--- src/sv/pif_pkg.sv ---
// Shared types, constants and helpers for the printf integer formatter.
// Used by the digit unit, the character selector and the top level; no dependencies of its own.
package pif_pkg;

  localparam int DIGIT_BUFFER = 32;
  localparam int MAX_FIELD    = 64;

  // character counts and layout boundaries (MAX_FIELD never exceeds 64)
  localparam int CNT_W = 7;

  // conversion kinds
  localparam logic [2:0] CONV_SDEC = 3'd0;
  localparam logic [2:0] CONV_UDEC = 3'd1;
  localparam logic [2:0] CONV_OCT  = 3'd2;
  localparam logic [2:0] CONV_OCTU = 3'd3;
  localparam logic [2:0] CONV_HEXL = 3'd4;
  localparam logic [2:0] CONV_HEXU = 3'd5;

  // radix codes for the digit unit
  localparam logic [1:0] RADIX_DEC = 2'd0;
  localparam logic [1:0] RADIX_OCT = 2'd1;
  localparam logic [1:0] RADIX_HEX = 2'd2;

  // ASCII
  localparam logic [7:0] CH_SPACE = 8'h20;
  localparam logic [7:0] CH_PLUS  = 8'h2B;
  localparam logic [7:0] CH_MINUS = 8'h2D;
  localparam logic [7:0] CH_ZERO  = 8'h30;
  localparam logic [7:0] CH_A_UP  = 8'h41;
  localparam logic [7:0] CH_A_LO  = 8'h61;
  localparam logic [7:0] CH_X_UP  = 8'h58;
  localparam logic [7:0] CH_X_LO  = 8'h78;

  typedef struct packed {
    logic       start;
    logic [1:0] radix;
  } dig_ctrl_t;

  typedef struct packed {
    logic busy;
    logic done;
  } dig_stat_t;

  // text layout: chars [0,b1) blanks, [b1,b2) prefix, [b2,b3) zeros,
  // [b3,b4) digits, [b4,total) blanks
  typedef struct packed {
    logic [CNT_W-1:0] b1;
    logic [CNT_W-1:0] b2;
    logic [CNT_W-1:0] b3;
    logic [CNT_W-1:0] b4;
    logic [CNT_W-1:0] total;
    logic [7:0]       pre0;
    logic [7:0]       pre1;
    logic [7:0]       pre2;
    logic             upper;
  } layout_t;

  function automatic logic [7:0] sym_char(input logic [3:0] d, input logic upper);
    logic [7:0] c;
    if (d < 4'd10) begin
      c = CH_ZERO + {4'd0, d};
    end else if (upper) begin
      c = CH_A_UP + {4'd0, d} - 8'd10;
    end else begin
      c = CH_A_LO + {4'd0, d} - 8'd10;
    end
    return c;
  endfunction

endpackage

--- src/sv/pif_digit_unit.sv ---
// Shared digit unit: double-dabble steps for decimal, shift-out steps for
// octal and hex, into a register digit buffer. Depends on pif_pkg.
module pif_digit_unit #(
  parameter int DIGIT_BUFFER = pif_pkg::DIGIT_BUFFER,
  localparam int NDW = $clog2(DIGIT_BUFFER + 1),
  localparam int DIW = $clog2(DIGIT_BUFFER)
) (
  input  logic                clk,
  input  logic                rst_n,
  input  pif_pkg::dig_ctrl_t  ctrl_i,
  input  logic [63:0]         mag_i,
  input  logic [DIW-1:0]      rd_idx_i,
  output pif_pkg::dig_stat_t  stat_o,
  output logic [NDW-1:0]      ndig_o,
  output logic [3:0]          rd_digit_o
);

  logic [3:0]     dig_r   [DIGIT_BUFFER];
  logic [3:0]     dig_nxt [DIGIT_BUFFER];
  logic [3:0]     adj     [DIGIT_BUFFER];
  logic [3:0]     shl     [DIGIT_BUFFER];
  logic [DIGIT_BUFFER-1:0] nz;
  logic [63:0]    mag_r, mag_nxt;
  logic [NDW-1:0] ndig_r, ndig_nxt;
  logic [5:0]     step_r, step_nxt;
  logic [1:0]     radix_r, radix_nxt;
  logic           busy_r, busy_nxt;
  logic           done_r, done_nxt;
  logic           room;

  // one dabble step: add 3 to digits of 5 or more, then shift in a bit
  always_comb begin
    for (int k = 0; k < DIGIT_BUFFER; k++) begin
      adj[k] = (dig_r[k] >= 4'd5) ? dig_r[k] + 4'd3 : dig_r[k];
    end
    for (int k = 0; k < DIGIT_BUFFER; k++) begin
      if (k == 0) begin
        shl[k] = {adj[k][2:0], mag_r[63]};
      end else begin
        shl[k] = {adj[k][2:0], adj[k-1][3]};
      end
      nz[k] = |shl[k];
    end
  end

  assign room = (ndig_r < NDW'(DIGIT_BUFFER));

  always_comb begin
    dig_nxt   = dig_r;
    mag_nxt   = mag_r;
    ndig_nxt  = ndig_r;
    step_nxt  = step_r;
    radix_nxt = radix_r;
    busy_nxt  = busy_r;
    done_nxt  = 1'b0;
    if (ctrl_i.start) begin
      mag_nxt   = mag_i;
      radix_nxt = ctrl_i.radix;
      busy_nxt  = 1'b1;
      step_nxt  = '0;
      if (ctrl_i.radix == pif_pkg::RADIX_DEC) begin
        for (int k = 0; k < DIGIT_BUFFER; k++) begin
          dig_nxt[k] = 4'd0;
        end
        ndig_nxt = NDW'(1);
      end else begin
        ndig_nxt = '0;
      end
    end else if (busy_r) begin
      if (radix_r == pif_pkg::RADIX_DEC) begin
        dig_nxt  = shl;
        mag_nxt  = {mag_r[62:0], 1'b0};
        step_nxt = step_r + 6'd1;
        // value grows by at most one digit per step
        if (room && nz[ndig_r[DIW-1:0]]) begin
          ndig_nxt = ndig_r + NDW'(1);
        end
        if (step_r == 6'd63) begin
          busy_nxt = 1'b0;
          done_nxt = 1'b1;
        end
      end else begin
        if (room) begin
          if (radix_r == pif_pkg::RADIX_OCT) begin
            dig_nxt[ndig_r[DIW-1:0]] = {1'b0, mag_r[2:0]};
          end else begin
            dig_nxt[ndig_r[DIW-1:0]] = mag_r[3:0];
          end
          ndig_nxt = ndig_r + NDW'(1);
        end
        if (radix_r == pif_pkg::RADIX_OCT) begin
          mag_nxt = {3'd0, mag_r[63:3]};
        end else begin
          mag_nxt = {4'd0, mag_r[63:4]};
        end
        if (mag_nxt == 64'd0) begin
          busy_nxt = 1'b0;
          done_nxt = 1'b1;
        end
      end
    end
  end

  always_ff @(posedge clk) begin
    if (!rst_n) begin
      busy_r <= 1'b0;
      done_r <= 1'b0;
      step_r <= '0;
      ndig_r <= '0;
    end else begin
      busy_r <= busy_nxt;
      done_r <= done_nxt;
      step_r <= step_nxt;
      ndig_r <= ndig_nxt;
    end
  end

  always_ff @(posedge clk) begin
    dig_r   <= dig_nxt;
    mag_r   <= mag_nxt;
    radix_r <= radix_nxt;
  end

  assign stat_o.busy = busy_r;
  assign stat_o.done = done_r;
  assign ndig_o      = ndig_r;
  assign rd_digit_o  = dig_r[rd_idx_i];

endmodule

--- src/sv/pif_char_sel.sv ---
// Character selector: maps a text position to its ASCII character using the
// registered layout and the digit buffer read port. Depends on pif_pkg.
module pif_char_sel #(
  parameter int DIGIT_BUFFER = pif_pkg::DIGIT_BUFFER,
  localparam int DIW = $clog2(DIGIT_BUFFER)
) (
  input  pif_pkg::layout_t           lay_i,
  input  logic [pif_pkg::CNT_W-1:0]  pos_i,
  input  logic [3:0]                 digit_i,
  output logic [DIW-1:0]             rd_idx_o,
  output logic [7:0]                 char_o
);

  logic [pif_pkg::CNT_W-1:0] off;
  logic [pif_pkg::CNT_W-1:0] didx;

  assign off      = pos_i - lay_i.b1;
  assign didx     = lay_i.b4 - pos_i - pif_pkg::CNT_W'(1);
  assign rd_idx_o = didx[DIW-1:0];

  always_comb begin
    if (pos_i < lay_i.b1) begin
      char_o = pif_pkg::CH_SPACE;
    end else if (pos_i < lay_i.b2) begin
      case (off[1:0])
        2'd0:    char_o = lay_i.pre0;
        2'd1:    char_o = lay_i.pre1;
        default: char_o = lay_i.pre2;
      endcase
    end else if (pos_i < lay_i.b3) begin
      char_o = pif_pkg::CH_ZERO;
    end else if (pos_i < lay_i.b4) begin
      char_o = pif_pkg::sym_char(digit_i, lay_i.upper);
    end else begin
      char_o = pif_pkg::CH_SPACE;
    end
  end

endmodule

--- src/sv/printf_integer_formatter_unit.sv ---
// Top level of the printf-style integer formatter: sequencer, layout math
// and output register. Uses pif_pkg, pif_digit_unit and pif_char_sel.
//
// One 64-bit integer goes in per input transfer and comes out as its
// printf-style text, one ASCII character per output transfer, tlast on the
// final one. Digits are built by one shared digit unit: decimal kinds run
// 64 double-dabble steps, octal and hex take one step per digit (1 to 22
// for octal, 1 to 16 for hex). The S_SIZE state then sizes the text, at
// most MAX_FIELD characters, and the characters leave at one per cycle
// through the output register while out_tready is high. in_tready is
// high only while the sequencer is idle; it rises as the last character
// is loaded, so the next item's digit work overlaps the drain of that
// character.
module printf_integer_formatter_unit #(
  parameter int DIGIT_BUFFER = pif_pkg::DIGIT_BUFFER,
  parameter int MAX_FIELD    = pif_pkg::MAX_FIELD
) (
  input  logic        clk,
  input  logic        rst_n,
  // in_tdata, low bit up: value[63:0], left_justify, force_sign,
  // blank_sign, alternate_form, zero_pad, field_width[6:0],
  // min_digits[5:0], 6 zero bits
  input  logic        in_tvalid,
  output logic        in_tready,
  input  logic [87:0] in_tdata,
  // in_tuser: conversion[2:0]
  input  logic [2:0]  in_tuser,
  // out_tdata: out_char[7:0]
  output logic        out_tvalid,
  input  logic        out_tready,
  output logic [7:0]  out_tdata,
  // out_tlast: last_char
  output logic        out_tlast
);

  localparam int NDW   = $clog2(DIGIT_BUFFER + 1);
  localparam int DIW   = $clog2(DIGIT_BUFFER);
  localparam int CW    = pif_pkg::CNT_W;
  localparam int PMAX  = MAX_FIELD - 3;

  localparam logic [1:0] S_IDLE   = 2'd0;
  localparam logic [1:0] S_DIGITS = 2'd1;
  localparam logic [1:0] S_SIZE   = 2'd2;
  localparam logic [1:0] S_EMIT   = 2'd3;

  logic [1:0] state_r, state_nxt;

  // input field views
  logic [63:0] f_value;
  logic        f_left, f_plus, f_blank, f_alt, f_zpad;
  logic [6:0]  f_width;
  logic [5:0]  f_prec;

  assign f_value = in_tdata[63:0];
  assign f_left  = in_tdata[64];
  assign f_plus  = in_tdata[65];
  assign f_blank = in_tdata[66];
  assign f_alt   = in_tdata[67];
  assign f_zpad  = in_tdata[68];
  assign f_width = in_tdata[75:69];
  assign f_prec  = in_tdata[81:76];

  logic accept;
  assign in_tready = (state_r == S_IDLE);
  assign accept    = in_tvalid && in_tready;

  // per-item captured format
  logic       left_r, zpad_r, upper_r;
  logic [6:0] w_r;
  logic [5:0] p_r;
  logic [1:0] npre_r;
  logic [7:0] pre0_r, pre1_r, pre2_r;

  logic       neg, upper;
  logic [1:0] radix;
  logic [63:0] mag;
  logic [1:0] npre;
  logic [7:0] pre0, pre1, pre2;
  logic [6:0] w_sat;
  logic [5:0] p_sat;

  always_comb begin
    if (in_tuser inside {pif_pkg::CONV_OCT, pif_pkg::CONV_OCTU}) begin
      radix = pif_pkg::RADIX_OCT;
    end else if (in_tuser inside {pif_pkg::CONV_HEXL, pif_pkg::CONV_HEXU}) begin
      radix = pif_pkg::RADIX_HEX;
    end else begin
      radix = pif_pkg::RADIX_DEC;
    end
    upper = (in_tuser == pif_pkg::CONV_OCTU) || (in_tuser == pif_pkg::CONV_HEXU);
    neg   = (in_tuser == pif_pkg::CONV_SDEC) && f_value[63];
    mag   = neg ? (64'd0 - f_value) : f_value;

    // prefix in print order: sign, then 0 or 0x/0X
    pre0 = pif_pkg::CH_SPACE;
    pre1 = pif_pkg::CH_SPACE;
    pre2 = pif_pkg::CH_SPACE;
    npre = 2'd0;
    if (neg || f_plus || f_blank) begin
      pre0 = neg ? pif_pkg::CH_MINUS : (f_plus ? pif_pkg::CH_PLUS : pif_pkg::CH_SPACE);
      npre = 2'd1;
    end
    if (f_alt && (radix != pif_pkg::RADIX_DEC)) begin
      if (npre == 2'd0) begin
        pre0 = pif_pkg::CH_ZERO;
        pre1 = upper ? pif_pkg::CH_X_UP : pif_pkg::CH_X_LO;
      end else begin
        pre1 = pif_pkg::CH_ZERO;
        pre2 = upper ? pif_pkg::CH_X_UP : pif_pkg::CH_X_LO;
      end
      npre = npre + ((radix == pif_pkg::RADIX_HEX) ? 2'd2 : 2'd1);
    end

    w_sat = (f_width > 7'(MAX_FIELD)) ? 7'(MAX_FIELD) : f_width;
    p_sat = (f_prec > 6'(PMAX)) ? 6'(PMAX) : f_prec;
  end

  always_ff @(posedge clk) begin
    if (accept) begin
      left_r  <= f_left;
      zpad_r  <= f_zpad;
      upper_r <= upper;
      w_r     <= w_sat;
      p_r     <= p_sat;
      npre_r  <= npre;
      pre0_r  <= pre0;
      pre1_r  <= pre1;
      pre2_r  <= pre2;
    end
  end

  // shared digit unit
  pif_pkg::dig_ctrl_t dig_ctrl;
  pif_pkg::dig_stat_t dig_stat;
  logic [NDW-1:0]     ndig;
  logic [DIW-1:0]     rd_idx;
  logic [3:0]         rd_digit;

  assign dig_ctrl.start = accept;
  assign dig_ctrl.radix = radix;

  pif_digit_unit #(
    .DIGIT_BUFFER (DIGIT_BUFFER)
  ) u_digit (
    .clk        (clk),
    .rst_n      (rst_n),
    .ctrl_i     (dig_ctrl),
    .mag_i      (mag),
    .rd_idx_i   (rd_idx),
    .stat_o     (dig_stat),
    .ndig_o     (ndig),
    .rd_digit_o (rd_digit)
  );

  // layout sizing in S_SIZE, once the digit count is known
  pif_pkg::layout_t lay_r, lay_nxt;
  logic [CW:0] nd8, np8, pp8, ww8, nz0, len, nzer, nbl;
  logic [CW:0] b1, b2, b3, b4, tot;

  always_comb begin
    nd8  = (CW+1)'(ndig);
    np8  = (CW+1)'(npre_r);
    pp8  = (CW+1)'(p_r);
    ww8  = (CW+1)'(w_r);
    nz0  = (pp8 > nd8) ? (pp8 - nd8) : '0;
    len  = np8 + nz0 + nd8;
    nzer = nz0;
    nbl  = '0;
    if (ww8 > len) begin
      // zero padding with a width takes over the precision zeros
      if (zpad_r && !left_r) begin
        nzer = ww8 - np8 - nd8;
      end else begin
        nbl = ww8 - len;
      end
    end
    b1  = left_r ? '0 : nbl;
    b2  = b1 + np8;
    b3  = b2 + nzer;
    b4  = b3 + nd8;
    tot = b4 + (left_r ? nbl : '0);
    if (tot > (CW+1)'(MAX_FIELD)) begin
      tot = (CW+1)'(MAX_FIELD);
    end
    lay_nxt.b1    = b1[CW-1:0];
    lay_nxt.b2    = b2[CW-1:0];
    lay_nxt.b3    = b3[CW-1:0];
    lay_nxt.b4    = b4[CW-1:0];
    lay_nxt.total = tot[CW-1:0];
    lay_nxt.pre0  = pre0_r;
    lay_nxt.pre1  = pre1_r;
    lay_nxt.pre2  = pre2_r;
    lay_nxt.upper = upper_r;
  end

  always_ff @(posedge clk) begin
    if (state_r == S_SIZE) begin
      lay_r <= lay_nxt;
    end
  end

  // character emission
  logic [CW-1:0] pos_r, pos_nxt;
  logic [7:0]    ch;
  logic          load, is_last;

  pif_char_sel #(
    .DIGIT_BUFFER (DIGIT_BUFFER)
  ) u_char_sel (
    .lay_i    (lay_r),
    .pos_i    (pos_r),
    .digit_i  (rd_digit),
    .rd_idx_o (rd_idx),
    .char_o   (ch)
  );

  logic          out_valid_r;
  logic [7:0]    out_data_r;
  logic          out_last_r;

  assign load    = (state_r == S_EMIT) && (!out_valid_r || out_tready);
  assign is_last = ((pos_r + CW'(1)) == lay_r.total);

  always_comb begin
    state_nxt = state_r;
    pos_nxt   = pos_r;
    case (state_r)
      S_IDLE: begin
        if (accept) begin
          state_nxt = S_DIGITS;
        end
      end
      S_DIGITS: begin
        if (dig_stat.done) begin
          state_nxt = S_SIZE;
        end
      end
      S_SIZE: begin
        pos_nxt   = '0;
        state_nxt = S_EMIT;
      end
      S_EMIT: begin
        if (load) begin
          pos_nxt = pos_r + CW'(1);
          if (is_last) begin
            state_nxt = S_IDLE;
          end
        end
      end
      default: begin
        state_nxt = S_IDLE;
      end
    endcase
  end

  always_ff @(posedge clk) begin
    if (!rst_n) begin
      state_r     <= S_IDLE;
      pos_r       <= '0;
      out_valid_r <= 1'b0;
    end else begin
      state_r <= state_nxt;
      pos_r   <= pos_nxt;
      if (load) begin
        out_valid_r <= 1'b1;
      end else if (out_tready) begin
        out_valid_r <= 1'b0;
      end
    end
  end

  always_ff @(posedge clk) begin
    if (load) begin
      out_data_r <= ch;
      out_last_r <= is_last;
    end
  end

  assign out_tvalid = out_valid_r;
  assign out_tdata  = out_data_r;
  assign out_tlast  = out_last_r;

endmodule

--- config.mk ---
export PLATFORM = sky130hd
export DESIGN_NAME = printf_integer_formatter_unit
export DESIGN_NICKNAME = d
export VERILOG_FILES = /design/src/sv/pif_pkg.sv /design/src/sv/pif_digit_unit.sv /design/src/sv/pif_char_sel.sv /design/src/sv/printf_integer_formatter_unit.sv
export SDC_FILE = /design/constraint.sdc
export NUM_CORES = 1
export LEC_CHECK = 0
export BUFFER_PORTS_ARGS = -buffer_cell sky130_fd_sc_hd__buf_2
export CAP_MARGIN = 5
export CORE_ASPECT_RATIO = 1.75
export CORE_UTILIZATION = 27
export DETAILED_ROUTE_END_ITERATION = 16
export GPL_TIMING_DRIVEN = 0
export PLACE_DENSITY_LB_ADDON = 0.2
export SLEW_MARGIN = 40
export SYNTH_ARGS = -nofsm -noshare
export SYNTH_HDL_FRONTEND = slang
export SYNTH_SLANG_ARGS = --single-unit
--- constraint.sdc ---
create_clock -name clk -period 15.9 [get_ports clk]
set_clock_uncertainty 0.2 [all_clocks]
set_input_delay 1.59 -clock clk [delete_from_list [all_inputs] [get_ports clk]]
set_output_delay 1.59 -clock clk [all_outputs]
set_load 0.01 [all_outputs]
==> metrics <==
status=complete, no violations; ys async rst share=0%; TritonCTS clock tree=done; overflow left after global routing=0; Final Slew Violations=0; number of nets still failing antenna checks after routing=0; input/output buffers=98; starting density of the core=27.4%; number of iterations in the first detailed-routing pass=5; most frequent cell after synthesis=nor2_1; Commonest cells post-synth=nor2_1, edfxtp_1, a21oi_1, nand2_1, inv_1; cell at the root of the clock tree=clkbuf_16; worst slack, placed=3780 ps; synthesized cell area=0.0249 sq mm; Synth cell types=88; diode insertion count for antenna repair=0; type of the worst setup path=reg2reg; RSZ-0062 raised after global routing=no; maximum clock frequency=82.6 MHz; measured slew at the worst slew-check pin=936 ps; flip-flop cell with the highest count after synthesis=edfxtp_1; post-DP HPWL=between 70 and 80 mm; required time at the worst-slack endpoint=between 15000 and 20000 ps; Worst-Skew Late Latency=610 ps; syn nets=3026; share of synthesized area occupied by flip-flops and latches=35.0%; post-synth top area share=33.1%; total CTS buffers=36; final count of hold timing violations=0; warning count from the yosys run=0; worst endpoint data arrival time=12230 ps; final critical-path required period=12110 ps; drt initial violations=1478; tightest slew margin relative to the limit=37.6%; layout cells sized above 1=9.75%; part of the cycle the worst path needs=around three quarters; CTS max path bufs=3; wire length after detailed routing=97.7 mm; # Post-CTS Setup Buffers=0; Hold-fix buffers, CTS=0; Mean Syn Cell Area=9.02 sq um; layout overhead on the synthesized area=13.9%; total track usage=20.8%; cell type with the largest total area after synthesis=edfxtp_1; highest-delay cell along the critical path=clkinv_1; number of register bits inferred by synthesis=a little under 300; final count of negative-setup-slack endpoints=0; Final Non-Filler Cells=4117; Chip Width=231 microns; clock-pin slew of the registers on the worst-case setup and hold paths=60 ps; clk sink count=298; number of global-route vias before repair=around 23000; crit end category=flip-flop; Vias per Instance=5.37; worst hold stages=0; number of placement rows=around 150; htree depth=2; number of I/O pins=106; post-detailed-route wirelength per cell=23.7 microns; highest cell delay on the worst timing path=about 530 ps; final weighted congestion of routability-driven global placement=0.970; Final Worst Setup Slack=3790 ps; Core Area=0.0908 sq mm; peak supply drop=between 0.0001 and 0.00015 V; Area contributors post-synth=edfxtp_1, ha_1, a21oi_1, a211oi_1, nor2_1; kind of start point of the critical path=flip-flop; CP Max Fanout=10; instance count after placement with tap cells included=4052; Gate Count Post-Synth=2757; class of the tightest hold or removal check=reg2reg; nets@finish=3175; worst-case reg-to-reg path depth=47; number of vias in the routed layout=22100; area of the die=0.0934 sq mm; static leakage power=around 0.010 uW; maximum number of pins on one net before global-route repair=34; power density over cell area=230 mW/mm^2; # DRC=0; initial antenna violation count=5; max-cap check violation count=0; wire length of the first global-routing pass=approximately 140 mm; count of flip-flops with a built-in enable after synthesis=274; vertical die dimension=403 microns; cells resized by post-CTS repair=0
==> layer usage <==
layer  vias to the layer above  global-route usage [%]  wire (microns)
li1                      10500                       -               -
met1                     10600                    20.9           34100
met2                       711                    39.3           51900
met3                       294                    2.59            4360
met4                         4                    14.1            7260
met5                         -                       0              22
==> worst max-delay path, delay by kind of cell, from the launching register on <==
family                     cells  cell delay, ps
and+or+nand+nor               13            2470
AOI/OAI and AO/OA             13            2370
DFF                            1             430
xor gates and xnor gates       7            1370
buffers and inverters          4            1330
adders and majority gates     10            3640
==> layout make-up <==
type,instances,area (sq um)
fill,9510,62500
multi-input combinational,2133,15000
sequential,298,8710
tap,1184,1480
clock buffer,52,1000
timing repair buffer,111,718
buffer,159,667
inverter,167,627
clock inverter,13,144
==> cell families (layout without fill, tap and decap cells) <==
kind of cell / after synthesis / count (layout) / share of synthesized area (%)
adder cells (fa/ha/maj): 174 / 174 / 9.12
multiplexers: 169 / 169 / 8.99
buffers and inverters: 326 / 502 / 5.07
other: 1 / 1 / 0.0151
XOR/XNOR: 151 / 151 / 5.38
AND/OR/NAND/NOR: 913 / 913 / 17.7
flip-flops: 298 / 298 / 35.0
AO/OA/AOI/OAI: 725 / 725 / 18.7
==> power by group <==
part           internal (uW)  switching, uW
Sequential              1380            434
Combinational           1480           2350
Clock                    476            392
Total                   3340           3180
==> cell usage in the layout, fill, tap and decap left out, drive strengths merged, types with 43 or more instances in the layout <==
cell type,instances
nor2,308
a311oi,43
edfxtp,274
ha,162
nand3,80
mux2i,116
nor3,69
xnor2,102
clkbuf,185
inv,165
a21oi,254
buf,137
xor2,49
nand2,209
o21ai,107
a211oi,158
==> final timing paths <==
path	startpoint	end	slack [ps]
max reg2reg	u_digit.ndig_o[2]$_SDFFE_PN0P_	lay_r[26]$_SDFFCE_PN0P_	3790
min reg2reg	pre2_r[5]$_SDFFCE_PP1P_	lay_r[6]$_DFFE_PP_	220
max	u_digit.ndig_o[2]$_SDFFE_PN0P_	lay_r[26]$_SDFFCE_PN0P_	3790
min	pre2_r[5]$_SDFFCE_PP1P_	lay_r[6]$_DFFE_PP_	220
==> state kept, by name, indices dropped and copies added (netlist names), 3 cells and up <==
name            cells
lay_r              45
out_tdata           7
p_r                 6
pos_r               7
pre0_r              4
pre1_r              3
u_digit.dig_r     128
u_digit.mag_r      64
u_digit.ndig_o      6
u_digit.step_r      6
w_r                 7
==> stage by stage <==
stage	TNS [ps]	hold WS (ps)	cell area, sq um	power (uW)	utilization [%]
final	0	218	28300	6520	31.2
after global routing	0	220	28300	6960	31.2
after detailed placement	0	205	27200	5630	29.9
after global placement	-422310	200	26800	5650	29.6
after floorplan	0	200	24900	4350	-
after CTS	0	218	28300	6530	31.2
(Power assumes the default switching activity.)
